File: config.mk
export PLATFORM = sky130hd
export DESIGN_NAME = mtv_stream_deframer_unit_flat
export DESIGN_NICKNAME = d
export VERILOG_FILES = /design/src/rtl/mtvd_pkg.sv /design/src/rtl/mtvd_in_if.sv /design/src/rtl/mtvd_out_if.sv /design/src/rtl/mtv_stream_deframer_unit.sv /design/src/flat_wrapper.sv
export VERILOG_INCLUDE_DIRS = /design/src /design/src/rtl
export SDC_FILE = /design/constraint.sdc
export NUM_CORES = 1
export LEC_CHECK = 0
export ABC_AREA = 1
export BUFFER_PORTS_ARGS = -buffer_cell sky130_fd_sc_hd__buf_2
export CORE_UTILIZATION = 55
export CTS_CLUSTER_SIZE = 20
export DETAILED_ROUTE_END_ITERATION = 16
export PLACE_DENSITY = 0.79
export RECOVER_POWER = 100
export SLEW_MARGIN = 20
export SYNTH_ARGS = -nofsm -noshare
export SYNTH_HDL_FRONTEND = slang
export SYNTH_SLANG_ARGS = --single-unit
File: constraint.sdc
create_clock -name clk -period 10.4 [get_ports clk]
set_clock_uncertainty 0.15 [all_clocks]
set_input_delay 3.12 -clock clk [delete_from_list [all_inputs] [get_ports clk]]
set_output_delay 3.12 -clock clk [all_outputs]
set_load 0.03 [all_outputs]
File: src/rtl/mtv_stream_deframer_unit_defines.svh
// assertion macros for the deframer
`ifndef MTV_STREAM_DEFRAMER_UNIT_DEFINES_SVH
`define MTV_STREAM_DEFRAMER_UNIT_DEFINES_SVH

`ifndef SYNTHESIS
// same-cycle implication, checked at every clock edge outside reset
`define MTVD_ASSERT_IMP(lbl, ante, cons, msg) \
    lbl: assert property (@(posedge clk) disable iff (!rst_n) (ante) |-> (cons)) \
        else $error(msg);
// next-cycle implication
`define MTVD_ASSERT_NXT(lbl, ante, cons, msg) \
    lbl: assert property (@(posedge clk) disable iff (!rst_n) (ante) |=> (cons)) \
        else $error(msg);
`else
`define MTVD_ASSERT_IMP(lbl, ante, cons, msg)
`define MTVD_ASSERT_NXT(lbl, ante, cons, msg)
`endif

`endif

File: src/rtl/mtvd_pkg.sv
`timescale 1ns / 1ps
`default_nettype none

package mtvd_pkg;

    // header layout
    localparam logic [9:0] HDR_LAST     = 10'd511;
    localparam logic [9:0] OFS_BR_LO    = 10'd46;
    localparam logic [9:0] OFS_BR_HI    = 10'd47;
    localparam logic [9:0] OFS_W_LO     = 10'd52;
    localparam logic [9:0] OFS_W_HI     = 10'd53;
    localparam logic [9:0] OFS_H_LO     = 10'd54;
    localparam logic [9:0] OFS_H_HI     = 10'd55;
    localparam logic [9:0] OFS_SEG_LO   = 10'd56;
    localparam logic [9:0] OFS_SEG_HI   = 10'd57;
    localparam logic [9:0] OFS_SUB_LO   = 10'd62;
    localparam logic [9:0] OFS_SUB_HI   = 10'd63;

    // audio subchunk layout: padding then payload
    localparam logic [15:0] PAD_BYTES     = 16'd12;
    localparam logic [15:0] SUBCHUNK_LAST = 16'd511;

    // byte tags
    localparam logic [2:0] KIND_HEADER  = 3'd0;
    localparam logic [2:0] KIND_PAD     = 3'd1;
    localparam logic [2:0] KIND_AUDIO   = 3'd2;
    localparam logic [2:0] KIND_VIDEO   = 3'd3;
    localparam logic [2:0] KIND_DISCARD = 3'd4;

    // sticky error codes
    localparam logic [1:0] ERR_NONE     = 2'd0;
    localparam logic [1:0] ERR_DIM      = 2'd1;
    localparam logic [1:0] ERR_NO_AUDIO = 2'd2;

    typedef enum logic [1:0] {
        PH_HEADER = 2'd0,
        PH_AUDIO  = 2'd1,
        PH_VIDEO  = 2'd2,
        PH_ERROR  = 2'd3
    } phase_t;

    typedef struct packed {
        logic [7:0] data_byte;
        logic       start_of_file;
    } in_beat_t;

    typedef struct packed {
        logic [7:0]  byte_out;
        logic [2:0]  byte_kind;
        logic        packet_last;
        logic        header_done;
        logic [1:0]  error_code;
        logic [15:0] image_width;
        logic [15:0] image_height;
        logic [13:0] frame_rate;
        logic [15:0] audio_bitrate;
    } out_beat_t;

endpackage

`default_nettype wire

File: src/rtl/mtvd_in_if.sv
`timescale 1ns / 1ps
`default_nettype none

// byte stream into the deframer
interface mtvd_in_if import mtvd_pkg::*; ();
    logic     valid;
    logic     ready;
    in_beat_t payload;

    modport source (output valid, output payload, input ready);
    modport sink (input valid, input payload, output ready);
endinterface

`default_nettype wire

File: src/rtl/mtvd_out_if.sv
`timescale 1ns / 1ps
`default_nettype none

// tagged byte stream out of the deframer
interface mtvd_out_if import mtvd_pkg::*; ();
    logic      valid;
    logic      ready;
    out_beat_t payload;

    modport source (output valid, output payload, input ready);
    modport sink (input valid, input payload, output ready);
endinterface

`default_nettype wire

File: src/rtl/mtv_stream_deframer_unit.sv
`timescale 1ns / 1ps
`default_nettype none

// Byte-serial deframer for the MTV container. Every byte on feed gives one tagged
// beat on tag, passed through with its kind, packet end mark, sticky error and the
// header values as they stand after that byte. Ordinary bytes pass through a single
// output register, and a new byte is taken whenever that register is empty or being
// read by tag. The last header byte (byte 511) takes longer: a shared 16-bit
// restoring divider, one quotient bit per cycle, derives a missing width or height
// and then the frame rate. At most two divisions of 16 steps run, and each of the
// four jobs (width, height, frame rate, show) is taken up in turn. Its beat is shown
// once the output slot is free, and the next byte is taken back in idle.
// start_of_file on a byte restarts header parsing at that byte.

`include "mtv_stream_deframer_unit_defines.svh"

module mtv_stream_deframer_unit import mtvd_pkg::*; (
    input  logic        clk,
    input  logic        rst_n,
    mtvd_in_if.sink     feed,
    mtvd_out_if.source  tag
);

    localparam int DIV_STEPS = 16;
    localparam int CNT_W     = $clog2(DIV_STEPS);

    typedef enum logic [2:0] {
        S_IDLE = 3'b001,
        S_PICK = 3'b010,
        S_DIV  = 3'b100
    } state_t;

    typedef enum logic [1:0] {
        JOB_W,
        JOB_H,
        JOB_F,
        JOB_END
    } job_t;

    state_t      state_reg, state_next;
    job_t        job_reg, job_next;
    logic [9:0]  header_pos_reg, header_pos_next;
    logic [15:0] bitrate_reg, bitrate_next;
    logic [15:0] width_reg, width_next;
    logic [15:0] height_reg, height_next;
    logic [15:0] vseg_reg, vseg_next;
    logic [15:0] subseg_count_reg, subseg_count_next;
    logic [15:0] subseg_index_reg, subseg_index_next;
    logic [15:0] chunk_offset_reg, chunk_offset_next;
    phase_t      phase_reg, phase_next;
    logic [1:0]  error_reg, error_next;
    logic [13:0] fps_reg, fps_next;
    logic [7:0]  fin_byte_reg, fin_byte_next;
    logic        out_valid_reg, out_valid_next;
    out_beat_t   out_beat_reg, out_beat_next;

    // divider registers
    logic [15:0]      dvd_reg, dvd_next;
    logic [15:0]      dsr_reg, dsr_next;
    logic [15:0]      rem_reg, rem_next;
    logic [CNT_W-1:0] cnt_reg, cnt_next;

    logic        in_fire;
    logic        slot_free;
    logic        sof;
    logic [7:0]  b;
    logic [9:0]  e_pos;
    logic [15:0] e_bitrate, e_width, e_height, e_vseg, e_count, e_index, e_offset;
    phase_t      e_phase;
    logic [1:0]  e_error;
    logic [13:0] e_fps;
    logic [2:0]  b_kind;
    logic        b_last;
    logic [15:0] index_inc;
    logic [16:0] offset_inc;
    logic [16:0] div_trial;
    logic        div_ge;
    logic [15:0] div_rem;
    logic [15:0] div_q;

    // handshake
    assign slot_free = !out_valid_reg || tag.ready;
    assign feed.ready = (state_reg == S_IDLE) && slot_free;
    assign in_fire = feed.valid && feed.ready;
    assign tag.valid = out_valid_reg;
    assign tag.payload = out_beat_reg;

    // state as seen by this byte, after an optional restart
    assign sof       = feed.payload.start_of_file;
    assign b         = feed.payload.data_byte;
    assign e_pos     = sof ? 10'd0 : header_pos_reg;
    assign e_bitrate = sof ? 16'd0 : bitrate_reg;
    assign e_width   = sof ? 16'd0 : width_reg;
    assign e_height  = sof ? 16'd0 : height_reg;
    assign e_vseg    = sof ? 16'd0 : vseg_reg;
    assign e_count   = sof ? 16'd0 : subseg_count_reg;
    assign e_index   = sof ? 16'd0 : subseg_index_reg;
    assign e_offset  = sof ? 16'd0 : chunk_offset_reg;
    assign e_phase   = sof ? PH_HEADER : phase_reg;
    assign e_error   = sof ? ERR_NONE : error_reg;
    assign e_fps     = sof ? 14'd0 : fps_reg;

    assign index_inc  = e_index + 16'd1;
    assign offset_inc = {1'b0, e_offset} + 17'd1;

    // one restoring divide step
    assign div_trial = {rem_reg, dvd_reg[15]};
    assign div_ge    = div_trial >= {1'b0, dsr_reg};
    assign div_rem   = div_ge ? 16'(div_trial - {1'b0, dsr_reg}) : div_trial[15:0];
    assign div_q     = {dvd_reg[14:0], div_ge};

    // byte parsing and header finish sequencer
    always_comb
    begin
        state_next        = state_reg;
        job_next          = job_reg;
        header_pos_next   = header_pos_reg;
        bitrate_next      = bitrate_reg;
        width_next        = width_reg;
        height_next       = height_reg;
        vseg_next         = vseg_reg;
        subseg_count_next = subseg_count_reg;
        subseg_index_next = subseg_index_reg;
        chunk_offset_next = chunk_offset_reg;
        phase_next        = phase_reg;
        error_next        = error_reg;
        fps_next          = fps_reg;
        fin_byte_next     = fin_byte_reg;
        out_beat_next     = out_beat_reg;
        out_valid_next    = out_valid_reg && !tag.ready;
        dvd_next          = dvd_reg;
        dsr_next          = dsr_reg;
        rem_next          = rem_reg;
        cnt_next          = cnt_reg;
        b_kind            = KIND_HEADER;
        b_last            = 1'b0;

        unique case (state_reg)
            S_IDLE:
            begin
                if (in_fire)
                begin
                    header_pos_next   = e_pos;
                    bitrate_next      = e_bitrate;
                    width_next        = e_width;
                    height_next       = e_height;
                    vseg_next         = e_vseg;
                    subseg_count_next = e_count;
                    subseg_index_next = e_index;
                    chunk_offset_next = e_offset;
                    phase_next        = e_phase;
                    error_next        = e_error;
                    fps_next          = e_fps;

                    unique case (e_phase)
                        PH_HEADER:
                        begin
                            b_kind = KIND_HEADER;
                            // little-endian field capture
                            unique case (e_pos)
                                OFS_BR_LO:  bitrate_next = {e_bitrate[15:8], b};
                                OFS_BR_HI:  bitrate_next = {b, e_bitrate[7:0]};
                                OFS_W_LO:   width_next = {e_width[15:8], b};
                                OFS_W_HI:   width_next = {b, e_width[7:0]};
                                OFS_H_LO:   height_next = {e_height[15:8], b};
                                OFS_H_HI:   height_next = {b, e_height[7:0]};
                                OFS_SEG_LO: vseg_next = {e_vseg[15:8], b};
                                OFS_SEG_HI: vseg_next = {b, e_vseg[7:0]};
                                OFS_SUB_LO: subseg_count_next = {e_count[15:8], b};
                                OFS_SUB_HI: subseg_count_next = {b, e_count[7:0]};
                                default:    ;
                            endcase
                            if (e_pos >= HDR_LAST)
                            begin
                                header_pos_next = 10'd0;
                                fin_byte_next   = b;
                                job_next        = JOB_W;
                                state_next      = S_PICK;
                            end
                            else
                            begin
                                header_pos_next = e_pos + 10'd1;
                            end
                        end
                        PH_AUDIO:
                        begin
                            b_kind = (e_offset < PAD_BYTES) ? KIND_PAD : KIND_AUDIO;
                            if (e_offset >= SUBCHUNK_LAST)
                            begin
                                b_last            = 1'b1;
                                chunk_offset_next = 16'd0;
                                subseg_index_next = index_inc;
                                if (index_inc >= e_count)
                                begin
                                    subseg_index_next = 16'd0;
                                    phase_next        = PH_VIDEO;
                                end
                            end
                            else
                            begin
                                chunk_offset_next = offset_inc[15:0];
                            end
                        end
                        PH_VIDEO:
                        begin
                            b_kind = KIND_VIDEO;
                            if (offset_inc >= {1'b0, e_vseg})
                            begin
                                b_last            = 1'b1;
                                chunk_offset_next = 16'd0;
                                subseg_index_next = 16'd0;
                                phase_next        = PH_AUDIO;
                            end
                            else
                            begin
                                chunk_offset_next = offset_inc[15:0];
                            end
                        end
                        PH_ERROR:
                        begin
                            b_kind = KIND_DISCARD;
                        end
                    endcase

                    // every byte but the last header byte goes straight to the output register
                    if (state_next == S_IDLE)
                    begin
                        out_valid_next = 1'b1;
                        out_beat_next  = '{byte_out: b, byte_kind: b_kind,
                                           packet_last: b_last, header_done: 1'b0,
                                           error_code: error_next,
                                           image_width: width_next,
                                           image_height: height_next,
                                           frame_rate: fps_next,
                                           audio_bitrate: bitrate_next};
                    end
                end
            end
            S_PICK:
            begin
                unique case (job_reg)
                    JOB_W:
                    begin
                        if (width_reg == 16'd0 && height_reg != 16'd0)
                        begin
                            dvd_next   = {1'b0, vseg_reg[15:1]};
                            dsr_next   = height_reg;
                            rem_next   = 16'd0;
                            cnt_next   = CNT_W'(DIV_STEPS - 1);
                            state_next = S_DIV;
                        end
                        else
                        begin
                            job_next = JOB_H;
                        end
                    end
                    JOB_H:
                    begin
                        if (height_reg == 16'd0 && width_reg != 16'd0)
                        begin
                            dvd_next   = {1'b0, vseg_reg[15:1]};
                            dsr_next   = width_reg;
                            rem_next   = 16'd0;
                            cnt_next   = CNT_W'(DIV_STEPS - 1);
                            state_next = S_DIV;
                        end
                        else
                        begin
                            job_next = JOB_F;
                        end
                    end
                    JOB_F:
                    begin
                        if (width_reg == 16'd0 || height_reg == 16'd0 || vseg_reg == 16'd0)
                        begin
                            error_next = ERR_DIM;
                            phase_next = PH_ERROR;
                            job_next   = JOB_END;
                        end
                        else if (subseg_count_reg == 16'd0)
                        begin
                            error_next = ERR_NO_AUDIO;
                            phase_next = PH_ERROR;
                            job_next   = JOB_END;
                        end
                        else
                        begin
                            dvd_next   = {2'b00, bitrate_reg[15:2]};
                            dsr_next   = subseg_count_reg;
                            rem_next   = 16'd0;
                            cnt_next   = CNT_W'(DIV_STEPS - 1);
                            state_next = S_DIV;
                        end
                    end
                    JOB_END:
                    begin
                        // show the last header beat once the output slot is free
                        if (slot_free)
                        begin
                            out_valid_next = 1'b1;
                            out_beat_next  = '{byte_out: fin_byte_reg,
                                               byte_kind: KIND_HEADER,
                                               packet_last: 1'b0, header_done: 1'b1,
                                               error_code: error_reg,
                                               image_width: width_reg,
                                               image_height: height_reg,
                                               frame_rate: fps_reg,
                                               audio_bitrate: bitrate_reg};
                            state_next     = S_IDLE;
                        end
                    end
                endcase
            end
            S_DIV:
            begin
                dvd_next = div_q;
                rem_next = div_rem;
                cnt_next = cnt_reg - CNT_W'(1);
                if (cnt_reg == '0)
                begin
                    state_next = S_PICK;
                    unique case (job_reg)
                        JOB_W:
                        begin
                            width_next = div_q;
                            job_next   = JOB_H;
                        end
                        JOB_H:
                        begin
                            height_next = div_q;
                            job_next    = JOB_F;
                        end
                        JOB_F:
                        begin
                            fps_next          = div_q[13:0];
                            phase_next        = PH_AUDIO;
                            subseg_index_next = 16'd0;
                            chunk_offset_next = 16'd0;
                            job_next          = JOB_END;
                        end
                        JOB_END:
                        begin
                            job_next = JOB_END;
                        end
                    endcase
                end
            end
            default:
            begin
                state_next = S_IDLE;
            end
        endcase
    end

    // control and header state
    always_ff @(posedge clk or negedge rst_n)
    begin
        if (!rst_n)
        begin
            state_reg        <= S_IDLE;
            job_reg          <= JOB_W;
            header_pos_reg   <= 10'd0;
            bitrate_reg      <= 16'd0;
            width_reg        <= 16'd0;
            height_reg       <= 16'd0;
            vseg_reg         <= 16'd0;
            subseg_count_reg <= 16'd0;
            subseg_index_reg <= 16'd0;
            chunk_offset_reg <= 16'd0;
            phase_reg        <= PH_HEADER;
            error_reg        <= ERR_NONE;
            fps_reg          <= 14'd0;
            out_valid_reg    <= 1'b0;
        end
        else
        begin
            state_reg        <= state_next;
            job_reg          <= job_next;
            header_pos_reg   <= header_pos_next;
            bitrate_reg      <= bitrate_next;
            width_reg        <= width_next;
            height_reg       <= height_next;
            vseg_reg         <= vseg_next;
            subseg_count_reg <= subseg_count_next;
            subseg_index_reg <= subseg_index_next;
            chunk_offset_reg <= chunk_offset_next;
            phase_reg        <= phase_next;
            error_reg        <= error_next;
            fps_reg          <= fps_next;
            out_valid_reg    <= out_valid_next;
        end
    end

    // payload and divider datapath
    always_ff @(posedge clk)
    begin
        out_beat_reg <= out_beat_next;
        fin_byte_reg <= fin_byte_next;
        dvd_reg      <= dvd_next;
        dsr_reg      <= dsr_next;
        rem_reg      <= rem_next;
        cnt_reg      <= cnt_next;
    end

    // checks
    `MTVD_ASSERT_IMP(a_stream_no_error, phase_reg == PH_AUDIO || phase_reg == PH_VIDEO, error_reg == ERR_NONE, "payload phase with an error set")
    `MTVD_ASSERT_IMP(a_done_is_header, out_valid_reg && out_beat_reg.header_done, out_beat_reg.byte_kind == KIND_HEADER && !out_beat_reg.packet_last, "header_done beat not tagged header")
    `MTVD_ASSERT_IMP(a_discard_has_error, out_valid_reg && out_beat_reg.byte_kind == KIND_DISCARD, out_beat_reg.error_code != ERR_NONE, "discarded beat without error")
    `MTVD_ASSERT_NXT(a_div_nonzero, state_reg == S_PICK && state_next == S_DIV, dsr_reg != 16'd0, "divider started with zero divisor")

endmodule

`default_nettype wire
File: src/flat_wrapper.sv
// flat-port wrapper written by rule: the top's interface ports become plain ports
module mtv_stream_deframer_unit_flat import mtvd_pkg::*;
  (clk, rst_n, feed_valid, feed_payload, feed_ready, tag_valid, tag_payload, tag_ready);
  mtvd_in_if feed_i ();
  mtvd_out_if tag_i ();
  input  logic clk;
  input  logic rst_n;
  input wire logic [$bits(feed_i.valid)-1:0] feed_valid;
  input wire logic [$bits(feed_i.payload)-1:0] feed_payload;
  output wire logic [$bits(feed_i.ready)-1:0] feed_ready;
  output wire logic [$bits(tag_i.valid)-1:0] tag_valid;
  output wire logic [$bits(tag_i.payload)-1:0] tag_payload;
  input wire logic [$bits(tag_i.ready)-1:0] tag_ready;
  assign feed_i.valid = feed_valid;
  assign feed_i.payload = feed_payload;
  assign feed_ready = feed_i.ready;
  assign tag_valid = tag_i.valid;
  assign tag_payload = tag_i.payload;
  assign tag_i.ready = tag_ready;
  mtv_stream_deframer_unit u_core (.clk(clk), .rst_n(rst_n), .feed(feed_i), .tag(tag_i));
endmodule
---- After elaboration in Yosys (flattened, before gate mapping) ----
Cells that the tools add are included.
W data, S select, Z words.
cells by class
  mux-type cells .......................... 125
  bitwise gates (word level) .............. 0
  eq/ne operators ......................... 45
  shift-type cells ........................ 0
  div/mod/pow operators ................... 0
  $lt $le $gt $ge ......................... 6
  $mul .................................... 0
  reduce and logical (&&, ||, !) cells .... 37
  $add $sub $neg .......................... 5
operators by type and width
  kind                     count
  $mux W16                 40
  $pmux W16 S2             13
  $mux W77                 4
  $pmux W77 S2             1
  $pmux W16 S3             3
  $eq A10 B6 Y1 const B    10
  $logic_not A16 Y1        4
  $mux W14                 4
  $mux W2                  22
  $ge A17 B16 Y1           2
  $mux W3                  11
  $reduce_bool A16 Y1      2
  $mux W10                 3
  $pmux W14 S2             1
  $pmux W2 S3              4
  $pmux W3 S4              2
  $ne A2 B1 Y1 const B     10
  $reduce_and A4 Y1        5
  $reduce_and A6 Y1        3
  $add A16 B1 Y17 const B  1
  $add A16 B1 Y16 const B  1
  $ge A16 B16 Y1           1
  $ge A16 B9 Y1 const B    1
  $lt A16 B4 Y1 const B    1
  other kinds (34)         69
storage, ports and cells
  bits of input ports ..................... 13
  latch bits .............................. 0
  logic and storage cells ................. 246
  register bits after elaboration ......... 283
  bits in read-only memories .............. 0
  memory bits (writable) .................. 0
  output and inout bits ................... 79
  memories kept ........................... 0

---- Longest topological paths before layout ----
  depth after elaboration ................. 10
  depth in mapped cells ................... 30
  depth with buffers taken out ............ 27

---- Least setup slack after synthesis ----
OpenSTA, ideal clock, no wires.
  kind .................................... input-to-output
  start ................................... in tag_ready
  end ..................................... out feed_ready
  arrival time ............................ 3502 ps
  path buffers ............................ 0
  data required time ...................... 7130 ps
  cell stages on the path ................. 2
  setup slack ............................. 3628 ps
  path through ............................ nor2_1 > nor2_2
on the way
  word-level cells in the longest chain between the ends .. 2
RTL lines
  item                 line                            source
  start: declaration   flat_wrapper.sv:13              input wire logic [$bits(tag_i.ready)-1:0] tag_ready;
  $logic_or A1 B1 Y1   mtv_stream_deframer_unit.sv:82  assign slot_free = !out_valid_reg || tag.ready;
  $logic_and A1 B1 Y1  mtv_stream_deframer_unit.sv:83  assign feed.ready = (state_reg == S_IDLE) && slot_free;
  end: declaration     flat_wrapper.sv:10              output wire logic [$bits(feed_i.ready)-1:0] feed_ready;
No other way between the ends.

---- Final worst setup path ----
  start ................................... reg u_core.state_reg[0]
  end ..................................... reg u_core.fps_reg[13]
on the way
  word-level cells in the longest chain between the ends .. 5
  elaborated cells on any way between the ends .. 10
  classes of those cells .................. eq/ne (5); mux (1); reduce/logical (4)
RTL lines
  item                                line                                                             source
  start: declaration                  mtv_stream_deframer_unit.sv:40                                   state_t state_reg, state_next;
  start signal: assignment            mtv_stream_deframer_unit.sv:377                                  state_reg <= state_next;
  $eq A3 B1 Y1                        mtv_stream_deframer_unit.sv:83, mtv_stream_deframer_unit.sv:138
  $logic_and A1 B1 Y1                 mtv_stream_deframer_unit.sv:83
  $logic_and A1 B1 Y1                 mtv_stream_deframer_unit.sv:84                                   assign in_fire = feed.valid && feed.ready;
  $ne A2 B1 Y1 (no source line)       -
  $reduce_and A4 Y1 (no source line)  -
  end signal: assignment              mtv_stream_deframer_unit.sv:389                                  fps_reg <= fps_next;
  end: declaration                    mtv_stream_deframer_unit.sv:52                                   logic [13:0] fps_reg, fps_next;
Several ways; a longest one is shown, not always the timed one.
A chain may end at the register's enable or synchronous reset.

==> impl_metrics.tcl <==
set metrics [dict create \
    clock.fmax_ghz 0.1234 \
    vdd_ir_drop_max_mv 0.1887 \
    antenna_cells 0 \
    postLayoutCoreUtil 0.6112 \
    cap_violations 8 \
    combPwrFrac 0.469 \
    highest_layer "met4" \
    num_rows 63 \
    worstHoldStart "u_core.subseg_index_reg[9]" \
    p_sw_frac 0.4637 \
    cts_tree "done" \
    place_congestion 0.9652 \
    fin_setup_tns_ps 0 \
    crit_type "reg2reg" \
    pwr-share-seq 0.343 \
    crit_start "u_core.state_reg[0]" \
    start_util 0.5641 \
    crit_arrival_ps 8310 \
    grt-ovfl-total 0 \
    pwr-share-clk 0.188 \
    areaGrowthSynthToFinish_pct 8.345 \
    post_synth_num_cell_types 56 \
    grt_start_max_net_pins 93 \
    dp_hpwl_mm 32.61 \
    first_iter_violations 1925 \
    critPathRequiredTime_ps 10610 \
    drc_errors 0 \
    die_h_um 177.0 \
    hold_buffers 0 \
    synthMostInstantiatedCell "nand2_1" \
    root_buffer "clkbuf_16" \
    grt_pass1_vias 14080 \
    numCtsBuffers 30 \
    drt-total-wl_mm 47.37 \
    dieArea_um2 31340 \
    timing.rr.start "u_core.state_reg[0]" \
    fin_crit_ps 8102 \
    outcome "finished, violations left" \
    synth.top_cell.area_share 0.2441 \
    die_x_um 177.0 \
    hold_path.class "reg2reg" \
    fin_crit_sh 0.7790 \
    largest_reg_flops 77 \
    synth-async-reset-ratio 0.5159 \
    intPower_mw 3.127 \
    io_pins 92 \
    synth.cell_area_um2 16850 \
    ys_warn_count 0 \
    synth_seq_cells 283 \
    ctsLongestPathBuffers 3 \
    slew_viol_final 294 \
    wl_met2_mm 21.88 \
    critPathCaptureType "register" \
    drt-met1-wl_mm 19.30 \
    synth_edf_count 137 \
    finalSetupViolCount 0 \
    cts_resized 0 \
    cts_setup_buffers 0 \
    portBuffers 91 \
    synthesis.nets 2212 \
    cts_sinks 283 \
    synthFlopType "dfrtp_1" \
    slew_headroom -1.085 \
    cp-start-kind "register" \
    htreeDepth 1 \
    yosysTopAreaCell "edfxtp_1" \
    rsz0062_at_grt "false" \
    avgSynthCellArea_um2 7.897 \
    antenna_found_initial 0 \
    antenna_left 0 \
    power_switching_mw 2.703 \
    avgViaCountPerCell 5.841 \
    synthCells 2134 \
    yosys-top-cells-area "edfxtp_1, dfrtp_1, nand2_1" \
    fillers 2652 \
    grt_usage 0.2996 \
    leakagePower_nw 7.961 \
    wl_per_cell_um 18.26 \
    synth_top_cells_by_count "nand2_1, inv_1, o21ai_0, nor2_1, a21oi_1" \
    core_area_um2 29870 \
    dr.pass1.iters 8 \
    violations "capacitance limit, slew limit" \
    nNetsFinal 2258 \
    clkSlewWorstSetupHoldPaths_ps 60 \
    route.vias.total 15150 \
    drive_gt1_frac 0.05036 \
    synth-seq-area-share 0.4610 \
    met3_length_mm 4.254 \
    hold_viol 0 \
    worst_pin_slew_ps 3128 \
    grt_pass1_wl_mm 74.26 \
    p_per_area_nw_per_um2 319.3 \
    crit_fanout 52 \
    worstSkewPairLatency_ps 570 \
]
[routing by layer]
layer,vias to the layer above,track usage
li1,7142,-
met1,7028,0.4077
met5,-,0
met2,841,0.4893
met3,140,0.03286
met4,0,0.1182
[placed cells by master, fill, tap and decap left out, types with 22 or more instances in the layout]
master	netlist	layout
a21oi_1	147	148
inv_1	296	298
o21ai_0	209	224
nor2_1	192	196
clkbuf_1	46	98
xor2_1	28	28
nand3_1	73	76
clkbuf_16	0	30
ha_1	64	64
a31oi_1	34	34
nand4_1	22	22
o22ai_1	33	33
dfrtp_1	145	145
edfxtp_1	137	137
nand2_1	506	508
[through the flow]
step	std cells	hold slack, ps	total power [mW]	area [µm²]	setup slack [ps]
4_1_cts	2594	331.9	5.845	18490	3366
5_1_grt	2594	354.3	6.207	18260	1969
3_3_place_gp	2538	312.5	4.640	17480	3253
3_5_place_dp	2538	314.7	4.733	17480	3081
6_report	2594	331.9	5.830	18260	2298
2_1_floorplan	2134	298.8	4.023	16850	3628
[cell type report]
type                    count  area [µm²]  area share
clock buffers              37       807.0     0.04420
clock inverters            19       200.2     0.01096
inverters                 308        1159     0.06345
multi-input cells        1455        7425      0.4066
flip-flops and latches    283        7769      0.4255
well taps                 390       488.0     0.02673
repair buffers            102       411.6     0.02255
[worst paths after layout]
kind / end / slack (ps) / cells past startpoint
max: u_core.fps_reg[13] / 2300 / 10
min: u_core.subseg_index_reg[9] / 330 / 2
max reg2reg: u_core.fps_reg[13] / 2300 / 10
min reg2reg: u_core.subseg_index_reg[9] / 330 / 2
max in group asynchronous: u_core.fps_reg[6] / 4050 / 2
min in group asynchronous: u_core.chunk_offset_reg[1] / 2440 / 1
[power by group through the flow]
stage / clock network [mW] / logic, mW / registers [mW]
floorplan: 0 / 1.76 / 2.26
global placement: 0 / 2.66 / 1.98
detailed placement: 0 / 2.73 / 2.00
CTS: 1.11 / 2.75 / 1.99
global route: 1.15 / 3.01 / 2.05
finish: 1.10 / 2.73 / 2.00
[logic make-up after synthesis]
group,after synthesis,share of synthesized area
compound gates,487,0.1601
buf+inv,396,0.09385
flops,283,0.4610
fa+ha+maj,65,0.04870
simple gates,868,0.2182
xor+xnor,35,0.01819
[worst max-delay path, stage by stage, from the launching register on]
cell      delay [ps]
dfstp_2          510
inv_1             70
nand3_2           60
clkbuf_1        1590
inv_1           1520
o21ai_0          720
o21ai_0          300
nor2_2           190
nand2_1         1160
a21oi_1         1450
o22ai_1          170
(Power assumes the default switching activity.)
